[src/design/tile_run_header_generator_unit_assert.svh]
// Assertion macros used by the tile walker of the tile run header generator RTL.
`ifndef TILE_RUN_HEADER_GENERATOR_UNIT_ASSERT_SVH
`define TILE_RUN_HEADER_GENERATOR_UNIT_ASSERT_SVH

// Property that must hold at every clock edge out of reset.
`define TRHG_ASSERT(label, prop, msg) \
    label: assert property (@(posedge i_clk) disable iff (!i_rst_n) (prop)) \
        else $error(msg);

// Property that must hold in the cycle after the trigger.
`define TRHG_ASSERT_NEXT(label, ante, cons, msg) \
    label: assert property (@(posedge i_clk) disable iff (!i_rst_n) (ante) |=> (cons)) \
        else $error(msg);

`endif

[src/design/trhg_pkg.sv]
// Shared types and constants of the tile run header generator.
package trhg_pkg;

    localparam int ADDR_W          = 4;
    localparam int DATA_W          = 32;
    localparam int SEQ_W           = 14;
    localparam int POSE_HDR_LEN    = 26;
    localparam int DIR_ENTRY_BYTES = 4;

    typedef enum logic [1:0] {
        REG_RUN_LIMIT   = 2'd0,
        REG_TILE_SIZE   = 2'd1,
        REG_TWO_PATHS   = 2'd2,
        REG_POSE_ENABLE = 2'd3
    } t_reg_idx;

    typedef enum logic [1:0] {
        CLASS_LOW  = 2'd0,
        CLASS_MID  = 2'd1,
        CLASS_HIGH = 2'd2
    } t_run_class;

    typedef struct packed {
        logic [6:0]  run_limit;
        logic [11:0] tile_size;
        logic        two_paths;
        logic        pose_enable;
    } t_cfg;

    typedef struct packed {
        logic [15:0] frame_number;
        logic [11:0] first_tile;
        logic [6:0]  tile_count;
        logic        last_of_frame;
        logic [2:0]  band_index;
        t_run_class  run_class;
        logic        pose_flag;
    } t_run;

    typedef struct packed {
        logic             path_id;
        logic [SEQ_W-1:0] path_sequence;
        logic [31:0]      self_test_sequence;
    } t_path;

endpackage

[src/design/trhg_cfg_regs.sv]
// APB configuration registers with readback.
module trhg_cfg_regs (
    input  logic                          i_clk,
    input  logic                          i_rst_n,
    input  logic                          psel,
    input  logic                          penable,
    input  logic                          pwrite,
    input  logic [trhg_pkg::ADDR_W-1:0]   paddr,
    input  logic [trhg_pkg::DATA_W-1:0]   pwdata,
    output logic [trhg_pkg::DATA_W-1:0]   prdata,
    output logic                          pready,
    output trhg_pkg::t_cfg                o_cfg
);

    trhg_pkg::t_cfg   r_cfg;
    trhg_pkg::t_cfg   n_cfg;
    trhg_pkg::t_reg_idx reg_idx;
    logic             wr_en;

    assign reg_idx = trhg_pkg::t_reg_idx'(paddr[3:2]);
    assign wr_en   = psel && penable && pwrite;
    assign pready  = 1'b1;
    assign o_cfg   = r_cfg;

    always_comb begin
        n_cfg = r_cfg;
        if (wr_en) begin
            case (reg_idx)
                trhg_pkg::REG_RUN_LIMIT:   n_cfg.run_limit   = pwdata[6:0];
                trhg_pkg::REG_TILE_SIZE:   n_cfg.tile_size   = pwdata[11:0];
                trhg_pkg::REG_TWO_PATHS:   n_cfg.two_paths   = pwdata[0];
                trhg_pkg::REG_POSE_ENABLE: n_cfg.pose_enable = pwdata[0];
                default:                   n_cfg = r_cfg;
            endcase
        end
    end

    always_comb begin
        case (reg_idx)
            trhg_pkg::REG_RUN_LIMIT:   prdata = {25'd0, r_cfg.run_limit};
            trhg_pkg::REG_TILE_SIZE:   prdata = {20'd0, r_cfg.tile_size};
            trhg_pkg::REG_TWO_PATHS:   prdata = {31'd0, r_cfg.two_paths};
            trhg_pkg::REG_POSE_ENABLE: prdata = {31'd0, r_cfg.pose_enable};
            default:                   prdata = '0;
        endcase
    end

    always_ff @(posedge i_clk) begin
        if (!i_rst_n) begin
            r_cfg.run_limit   <= 7'd1;
            r_cfg.tile_size   <= 12'd1;
            r_cfg.two_paths   <= 1'b0;
            r_cfg.pose_enable <= 1'b1;
        end else begin
            r_cfg <= n_cfg;
        end
    end

endmodule

[src/design/trhg_tile_walker.sv]
// Tile cursor, row/column/band tracking and per-run header fields.
`include "tile_run_header_generator_unit_assert.svh"

module trhg_tile_walker #(
    parameter int GRID_COLUMNS  = 68,
    parameter int GRID_ROWS     = 34,
    parameter int ROWS_PER_BAND = 6,
    parameter int BAND_COUNT    = 6
) (
    input  logic           i_clk,
    input  logic           i_rst_n,
    input  logic           i_step,
    input  trhg_pkg::t_cfg i_cfg,
    output trhg_pkg::t_run o_run
);

    localparam int TILE_TOTAL = GRID_COLUMNS * GRID_ROWS;
    localparam int CUR_W      = $clog2(TILE_TOTAL + 1);
    localparam int CUR_XW     = (CUR_W > 12) ? CUR_W : 12;
    localparam int COL_W      = $clog2(GRID_COLUMNS + 1);
    localparam int ROW_W      = $clog2(GRID_ROWS + 1);
    localparam int SUB_W      = $clog2(ROWS_PER_BAND + 1);
    localparam int CMP_W      = (COL_W > 7) ? COL_W : 7;

    logic [CUR_XW-1:0] r_cursor, n_cursor;
    logic [COL_W-1:0]  r_col,    n_col;
    logic [ROW_W-1:0]  r_row,    n_row;
    logic [SUB_W-1:0]  r_sub,    n_sub;     // row within band
    logic [2:0]        r_band,   n_band;    // saturates at last band
    logic [15:0]       r_frame,  n_frame;

    logic [6:0]        per_run;
    logic [COL_W-1:0]  remaining;
    logic [CMP_W-1:0]  cnt_a, cnt_b, cnt_min;
    logic [6:0]        count;
    logic [COL_W:0]    col_sum;
    logic              row_end;
    logic              frame_end;
    logic              band_wrap;
    trhg_pkg::t_run_class run_class;

    assign per_run   = (i_cfg.run_limit == 7'd0) ? 7'd1 : i_cfg.run_limit;
    assign remaining = COL_W'(GRID_COLUMNS) - r_col;
    assign cnt_a     = CMP_W'(per_run);
    assign cnt_b     = CMP_W'(remaining);
    assign cnt_min   = (cnt_a < cnt_b) ? cnt_a : cnt_b;
    assign count     = cnt_min[6:0];

    assign col_sum   = {1'b0, r_col} + (COL_W + 1)'(count);
    assign row_end   = (col_sum == (COL_W + 1)'(GRID_COLUMNS));
    assign frame_end = row_end && (r_row == ROW_W'(GRID_ROWS - 1));
    assign band_wrap = (r_sub == SUB_W'(ROWS_PER_BAND - 1));

    always_comb begin
        case (r_band) inside
            [3'd0:3'd1]: run_class = trhg_pkg::CLASS_LOW;
            [3'd2:3'd3]: run_class = trhg_pkg::CLASS_MID;
            default:     run_class = trhg_pkg::CLASS_HIGH;
        endcase
    end

    always_comb begin
        o_run.frame_number  = r_frame;
        o_run.first_tile    = r_cursor[11:0];
        o_run.tile_count    = count;
        o_run.last_of_frame = frame_end;
        o_run.band_index    = r_band;
        o_run.run_class     = run_class;
        o_run.pose_flag     = i_cfg.pose_enable && (r_col == '0) && (r_sub == '0);
    end

    always_comb begin
        n_cursor = r_cursor;
        n_col    = r_col;
        n_row    = r_row;
        n_sub    = r_sub;
        n_band   = r_band;
        n_frame  = r_frame;
        if (i_step) begin
            if (frame_end) begin
                n_cursor = '0;
                n_col    = '0;
                n_row    = '0;
                n_sub    = '0;
                n_band   = '0;
                n_frame  = r_frame + 16'd1;
            end else begin
                n_cursor = r_cursor + CUR_XW'(count);
                if (row_end) begin
                    n_col = '0;
                    n_row = r_row + ROW_W'(1);
                    if (band_wrap) begin
                        n_sub = '0;
                        if (r_band != 3'(BAND_COUNT - 1)) begin
                            n_band = r_band + 3'd1;
                        end
                    end else begin
                        n_sub = r_sub + SUB_W'(1);
                    end
                end else begin
                    n_col = col_sum[COL_W-1:0];
                end
            end
        end
    end

    always_ff @(posedge i_clk) begin
        if (!i_rst_n) begin
            r_cursor <= '0;
            r_col    <= '0;
            r_row    <= '0;
            r_sub    <= '0;
            r_band   <= '0;
            r_frame  <= '0;
        end else begin
            r_cursor <= n_cursor;
            r_col    <= n_col;
            r_row    <= n_row;
            r_sub    <= n_sub;
            r_band   <= n_band;
            r_frame  <= n_frame;
        end
    end

    `TRHG_ASSERT(a_run_in_row,
        (col_sum <= (COL_W + 1)'(GRID_COLUMNS)) && (count != 7'd0),
        "run crosses row end or is empty")
    `TRHG_ASSERT_NEXT(a_frame_wrap, i_step && frame_end,
        (r_cursor == '0) && (r_col == '0) && (r_row == '0)
            && (r_frame == $past(r_frame) + 16'd1),
        "frame end did not restart cursor")
    `TRHG_ASSERT_NEXT(a_cursor_adv, i_step && !frame_end,
        (r_frame == $past(r_frame))
            && (r_cursor == $past(r_cursor) + CUR_XW'($past(count))),
        "cursor did not advance by run length")

endmodule

[src/design/trhg_path_seq.sv]
// Path selection, per-path sequence numbers and the datagram counter.
module trhg_path_seq (
    input  logic            i_clk,
    input  logic            i_rst_n,
    input  logic            i_step,
    input  trhg_pkg::t_cfg  i_cfg,
    output trhg_pkg::t_path o_path
);

    logic [trhg_pkg::SEQ_W-1:0] r_seq0, n_seq0;
    logic [trhg_pkg::SEQ_W-1:0] r_seq1, n_seq1;
    logic                       r_toggle, n_toggle;
    logic [31:0]                r_dgram, n_dgram;
    logic                       pid;
    logic [trhg_pkg::SEQ_W-1:0] seq;

    assign pid = i_cfg.two_paths && r_toggle;
    assign seq = pid ? r_seq1 : r_seq0;

    assign o_path.path_id            = pid;
    assign o_path.path_sequence      = seq;
    assign o_path.self_test_sequence = r_dgram;

    always_comb begin
        n_seq0   = r_seq0;
        n_seq1   = r_seq1;
        n_toggle = r_toggle;
        n_dgram  = r_dgram;
        if (i_step) begin
            if (pid) begin
                n_seq1 = seq + trhg_pkg::SEQ_W'(1);
            end else begin
                n_seq0 = seq + trhg_pkg::SEQ_W'(1);
            end
            if (i_cfg.two_paths) begin
                n_toggle = !r_toggle;
            end
            n_dgram = r_dgram + 32'd1;
        end
    end

    always_ff @(posedge i_clk) begin
        if (!i_rst_n) begin
            r_seq0   <= '0;
            r_seq1   <= '0;
            r_toggle <= 1'b0;
            r_dgram  <= '0;
        end else begin
            r_seq0   <= n_seq0;
            r_seq1   <= n_seq1;
            r_toggle <= n_toggle;
            r_dgram  <= n_dgram;
        end
    end

endmodule

[src/design/tile_run_header_generator_unit.sv]
// Top level of the tile run header generator: handshake, pipeline and result register.
//
//  channel | direction | handshake            | payload
//  --------+-----------+----------------------+------------------------------------
//  request | in        | i_valid / o_ready    | i_tx_time
//  header  | out       | o_valid / i_ready    | o_frame_number .. o_stamp_time
//  config  | in        | psel/penable/pwrite  | paddr, pwdata, prdata (pready = 1)
//
// One request per cycle sustained while i_ready stays high; a request passes through
// the input register, then the header register. The walker state and path counters
// advance when a request moves from the input register into the header register.
// Reset (i_rst_n low, synchronous) clears the cursor, frame, path and datagram
// counters and loads the register defaults.
// A stall on i_ready holds the header; o_ready drops only when both registers
// are full and the header is not taken.
module tile_run_header_generator_unit #(
    parameter int GRID_COLUMNS  = 68,
    parameter int GRID_ROWS     = 34,
    parameter int ROWS_PER_BAND = 6,
    parameter int BAND_COUNT    = 6
) (
    input  logic                        i_clk,
    input  logic                        i_rst_n,
    // request channel
    input  logic                        i_valid,
    output logic                        o_ready,
    input  logic [31:0]                 i_tx_time,
    // header channel
    output logic                        o_valid,
    input  logic                        i_ready,
    output logic [15:0]                 o_frame_number,
    output logic [11:0]                 o_first_tile,
    output logic [6:0]                  o_tile_count,
    output logic                        o_last_of_frame,
    output logic [2:0]                  o_band_index,
    output logic [1:0]                  o_run_class,
    output logic                        o_pose_flag,
    output logic                        o_path_id,
    output logic [13:0]                 o_path_sequence,
    output logic [15:0]                 o_payload_length,
    output logic [31:0]                 o_self_test_sequence,
    output logic [31:0]                 o_stamp_time,
    // configuration port
    input  logic                        psel,
    input  logic                        penable,
    input  logic                        pwrite,
    input  logic [trhg_pkg::ADDR_W-1:0] paddr,
    input  logic [trhg_pkg::DATA_W-1:0] pwdata,
    output logic [trhg_pkg::DATA_W-1:0] prdata,
    output logic                        pready
);

    trhg_pkg::t_cfg  cfg;
    trhg_pkg::t_run  run;
    trhg_pkg::t_path path;

    // input register
    logic        r_in_valid, n_in_valid;
    logic [31:0] r_in_time;

    // header register
    logic            r_out_valid, n_out_valid;
    trhg_pkg::t_run  r_run;
    trhg_pkg::t_path r_path;
    logic [15:0]     r_payload;
    logic [31:0]     r_stamp;

    logic        in_take;
    logic        step;      // request moves into the header register
    logic [11:0] tbytes;
    logic [12:0] per_tile;
    logic [19:0] prod;
    logic [15:0] payload;

    assign step    = r_in_valid && (!r_out_valid || i_ready);
    assign o_ready = !r_in_valid || step;
    assign in_take = i_valid && o_ready;

    trhg_cfg_regs u_cfg (
        .i_clk   (i_clk),
        .i_rst_n (i_rst_n),
        .psel    (psel),
        .penable (penable),
        .pwrite  (pwrite),
        .paddr   (paddr),
        .pwdata  (pwdata),
        .prdata  (prdata),
        .pready  (pready),
        .o_cfg   (cfg)
    );

    trhg_tile_walker #(
        .GRID_COLUMNS  (GRID_COLUMNS),
        .GRID_ROWS     (GRID_ROWS),
        .ROWS_PER_BAND (ROWS_PER_BAND),
        .BAND_COUNT    (BAND_COUNT)
    ) u_walker (
        .i_clk   (i_clk),
        .i_rst_n (i_rst_n),
        .i_step  (step),
        .i_cfg   (cfg),
        .o_run   (run)
    );

    trhg_path_seq u_path (
        .i_clk   (i_clk),
        .i_rst_n (i_rst_n),
        .i_step  (step),
        .i_cfg   (cfg),
        .o_path  (path)
    );

    // payload = pose + count * (directory entry + tile bytes), kept to 16 bits
    assign tbytes   = (cfg.tile_size == 12'd0) ? 12'd1 : cfg.tile_size;
    assign per_tile = {1'b0, tbytes} + 13'(trhg_pkg::DIR_ENTRY_BYTES);
    assign prod     = 20'(run.tile_count) * 20'(per_tile);
    assign payload  = 16'(prod + (run.pose_flag ? 20'(trhg_pkg::POSE_HDR_LEN) : 20'd0));

    always_comb begin
        n_in_valid = r_in_valid;
        if (in_take) begin
            n_in_valid = 1'b1;
        end else if (step) begin
            n_in_valid = 1'b0;
        end
        n_out_valid = r_out_valid;
        if (step) begin
            n_out_valid = 1'b1;
        end else if (i_ready) begin
            n_out_valid = 1'b0;
        end
    end

    always_ff @(posedge i_clk) begin
        if (!i_rst_n) begin
            r_in_valid  <= 1'b0;
            r_out_valid <= 1'b0;
        end else begin
            r_in_valid  <= n_in_valid;
            r_out_valid <= n_out_valid;
        end
    end

    always_ff @(posedge i_clk) begin
        if (in_take) begin
            r_in_time <= i_tx_time;
        end
        if (step) begin
            r_run     <= run;
            r_path    <= path;
            r_payload <= payload;
            r_stamp   <= r_in_time;
        end
    end

    assign o_valid              = r_out_valid;
    assign o_frame_number       = r_run.frame_number;
    assign o_first_tile         = r_run.first_tile;
    assign o_tile_count         = r_run.tile_count;
    assign o_last_of_frame      = r_run.last_of_frame;
    assign o_band_index         = r_run.band_index;
    assign o_run_class          = r_run.run_class;
    assign o_pose_flag          = r_run.pose_flag;
    assign o_path_id            = r_path.path_id;
    assign o_path_sequence      = r_path.path_sequence;
    assign o_payload_length     = r_payload;
    assign o_self_test_sequence = r_path.self_test_sequence;
    assign o_stamp_time         = r_stamp;

endmodule

[config.mk]
export PLATFORM = sky130hd
export DESIGN_NAME = tile_run_header_generator_unit
export DESIGN_NICKNAME = d
export VERILOG_FILES = /design/src/design/trhg_pkg.sv /design/src/design/trhg_cfg_regs.sv /design/src/design/trhg_tile_walker.sv /design/src/design/trhg_path_seq.sv /design/src/design/tile_run_header_generator_unit.sv
export VERILOG_INCLUDE_DIRS = /design/src /design/src/design
export SDC_FILE = /design/constraint.sdc
export NUM_CORES = 1
export LEC_CHECK = 0
export ABC_AREA = 1
export ABC_CLOCK_PERIOD_IN_PS = 9600
export BUFFER_PORTS_ARGS = -buffer_cell sky130_fd_sc_hd__buf_2
export CAP_MARGIN = 10
export CORE_MARGIN = 8
export CORE_UTILIZATION = 48
export CTS_CLUSTER_SIZE = 28
export DETAILED_ROUTE_END_ITERATION = 10
export PLACE_DENSITY = 0.68
export SLEW_MARGIN = 20
export SYNTH_ARGS = -nofsm -noshare
export SYNTH_HDL_FRONTEND = slang
export SYNTH_SLANG_ARGS = --single-unit
[constraint.sdc]
create_clock -name i_clk -period 9.6 [get_ports i_clk]
set_clock_uncertainty 0.05 [all_clocks]
set_input_delay 1.44 -clock i_clk [delete_from_list [all_inputs] [get_ports i_clk]]
set_output_delay 1.44 -clock i_clk [all_outputs]
set_load 0.01 [all_outputs]
==> impl_metrics.toml <==
[grt]
antenna_found_initial = 0
met2_usage_pct = 29.61
grt_max_degree = 87
gr-usage-met1_pct = 23.07
grt_pass1_vias = 11220
grt_pass1_wl_microns = 55690
grt_use_met3_pct = 3.506
track_usage_pct = 17.71
top_usage_layer = "met2"
grt-ovfl-total = 0

[critical_path]
r2r_setup_slack_ps = 2140
crit_fanout = 11
rr_endpoint = "o_payload_length[15]"
reg2reg_from = "u_walker.r_col[0]"
cp.required_ps = 9820
crit_path_end_kind = "flip-flop"
critical_path.startpoint_type = "flip-flop"
cp.arrival_ps = 7680
crit_path_max_incr_delay_ps = 610
crit_end = "o_payload_length[15]"
cp_common_cell = "inv_1"
crit_slowest_cell = "o21ai_2"
crit_type = "flip-flop to flip-flop"
cp-startpoint = "u_walker.r_col[0]"
ff2ff_path_depth = 32

[drt]
drc = 0
wl_per_cell_microns = 15.06
viasPerCell = 4.998
vias = 11040
finalWirelength_microns = 33270
drt-initial-drc-count = 679
dr.pass1.iters = 5
ant_nets = 0

[clock_tree]
cts.sinks = 300
clk_pin_slew_ps = 60
cts_tree = "yes"
postCtsSetupRepairBufs = 0
cts_htree_levels = 2
clock_latency_ps = 520
numCtsBuffers = 34
cts-root-buf = "clkbuf_16"
cts_hold_buf = 0
post_cts_resized = 0
clock_path_buffers = 3

[logic_synthesis]
syn_area_sq_um = 15080
yosysMostFrequentCell = "inv_1"
synth_top_cell_by_area = "edfxtp_1"
yosysSeqAreaShare_pct = 51.04
synth_seq_cells = 300
yosys_warnings = 0
synthTopCellsByArea = "edfxtp_1 (34%), dfxtp_1 (17%), fa_1 (7.3%)"
async_reset_ff_share_pct = 0
synth_top_area_share_pct = 33.65
synth-edff-count = 169
synthFlopType = "edfxtp_1"
ys_top_cells_by_count = "inv_1 (234), nand2_1 (228), nor2_1 (182)"
avgSynthCellArea_sq_um = 9.582
synth_cells = 1574
ys_types = 50

[run]
cap_violations = 0

[layout]
nNetsFinal = 1975
instances_no_fill = 2209
area_growth_pct = 16.19
diodes = 0
drive_gt1_share_pct = 16.99
fin_util_pct = 56.11

[die]
io_pins = 247
dieArea_sq_um = 37350
row_count = 65
die_h_microns = 193.3
coreArea_sq_um = 31230
die_w_microns = 193.3
start_util_pct = 48.29

[pwr]
p_clk_share_pct = 41.8
net-switching-power_uw = 759.6
internal-power_mw = 2.318
leakagePower_nw = 7.490
p_total_mw = 3.078
power_density_nw_per_um2 = 175.6
irDropWorstVdd_mv = 0.1221
comb_power_share_pct = 11.4
p_sw_share_pct = 24.68
power_frac_seq_pct = 46.8

[sta]
finalHoldViolations = 0
slew_headroom_pct = 29.06
rsz0062_at_grt = "false"
min_period_ps = 7461
max_freq_ghz = 0.1340
whs_ps = 366.4
worst_pin_slew_ps = 1064
final.setup.tns_ps = 0
slew_violations = 0
period_share_pct = 77.72
setup_violations = 0

[placed_design]
gp_congestion = 0.8721
port_buffers = 203
place_inst = 2147
dp_hpwl_microns = 23960

[hold_path]
hold_start = "r_in_time[19]"
hold_class = "flip-flop to flip-flop"

[run_status]
status = "completed"
==> stage by stage <==
step	area, sq um	setup WS [ps]
global route	17520	1335
CTS	17520	1665
floorplan	15150	3027
global placement	16390	1780
detailed placement	16390	1687
finish	17520	2139
==> how the worst min path moves through the flow <==
stage / endpoint / slack [ps] / cells after the start
2_1_floorplan: o_stamp_time[0] / 350 / 0
3_3_place_gp: o_stamp_time[31] / 350 / 0
3_5_place_dp: o_stamp_time[5] / 350 / 0
4_1_cts: o_stamp_time[5] / 370 / 0
5_1_grt: o_stamp_time[27] / 370 / 0
6_report: o_stamp_time[19] / 370 / 0
==> sequential cells by signal (all words and copies together) (netlist names), 14 cells and up <==
signal                cells
o_self_test_sequence     32
u_cfg.o_cfg              21
o_frame_number           16
u_path.r_dgram           32
u_path.r_seq1            14
r_in_time                32
u_walker.r_frame         16
o_stamp_time             32
o_path_sequence          14
u_path.r_seq0            14
o_payload_length         16
==> power groups by stage <==
stage / logic, mW / registers [mW] / clock network (mW)
final: 0.350 / 1.44 / 1.29
after global placement: 0.343 / 1.47 / 0
after floorplan: 0.226 / 1.49 / 0
after CTS: 0.355 / 1.44 / 1.33
after global routing: 0.400 / 1.45 / 1.38
after detailed placement: 0.353 / 1.47 / 0
==> metal layers <==
layer,part of all wire (%),up-vias
met5,0,-
met4,2.2,0
met3,5.1,56
met2,47,294
met1,46,5168
li1,-,5523
==> cells by family after synthesis <==
family,Yosys count,share of synthesized area [%]
buffers and inverters,302,8.279
adders and majority gates,119,12.61
other,2,0.04979
AOI/OAI and AO/OA,224,8.138
DFF,300,51.04
xor gates and xnor gates,60,3.534
and+or+nand+nor,567,16.35
==> layout make-up <==
| type | count | area (sq um) |
|---|---|---|
| fillers | 2778 | 13710 |
| flip-flops and latches | 300 | 7697 |
| multi-input cells | 991 | 6211 |
| repair buffers | 209 | 1061 |
| clock buffers | 49 | 989.7 |
| inverters | 245 | 925.9 |
| well taps | 402 | 503.0 |
| clock inverters | 13 | 136.4 |
==> cells in the final DEF (no fill, tap or decap), drive strengths merged, types with 2 or more instances in the layout <==
cell      count
a31oi         4
o22ai         7
nand3b        4
clkbuf       49
nor4          6
clkinvlp      2
o211ai        3
bufinv        2
nor3         22
nor2        191
a21oi        99
dfxtp       131
nand2       236
edfxtp      169
o21ai        96
nor3b         4
xor2         39
clkinv       11
o21bai        6
or2           3
conb         21
a211oi        3
nand4        15
xnor2        21
nand3        84
buf         209
fa           55
inv         243
o21a          3
ha           64
==> worst max-delay path, delay by kind of cell, from the launching register on <==
| family | cells | cell delay [ps] |
|---|---|---|
| flip-flops | 1 | 380 |
| AO/OA/AOI/OAI | 7 | 1820 |
| AND/OR/NAND/NOR | 10 | 1160 |
| buffers and inverters | 7 | 700 |
| XOR/XNOR | 1 | 230 |
| adder cells (fa/ha/maj) | 7 | 2860 |
No activity file was read; power rests on OpenSTA's default activity.
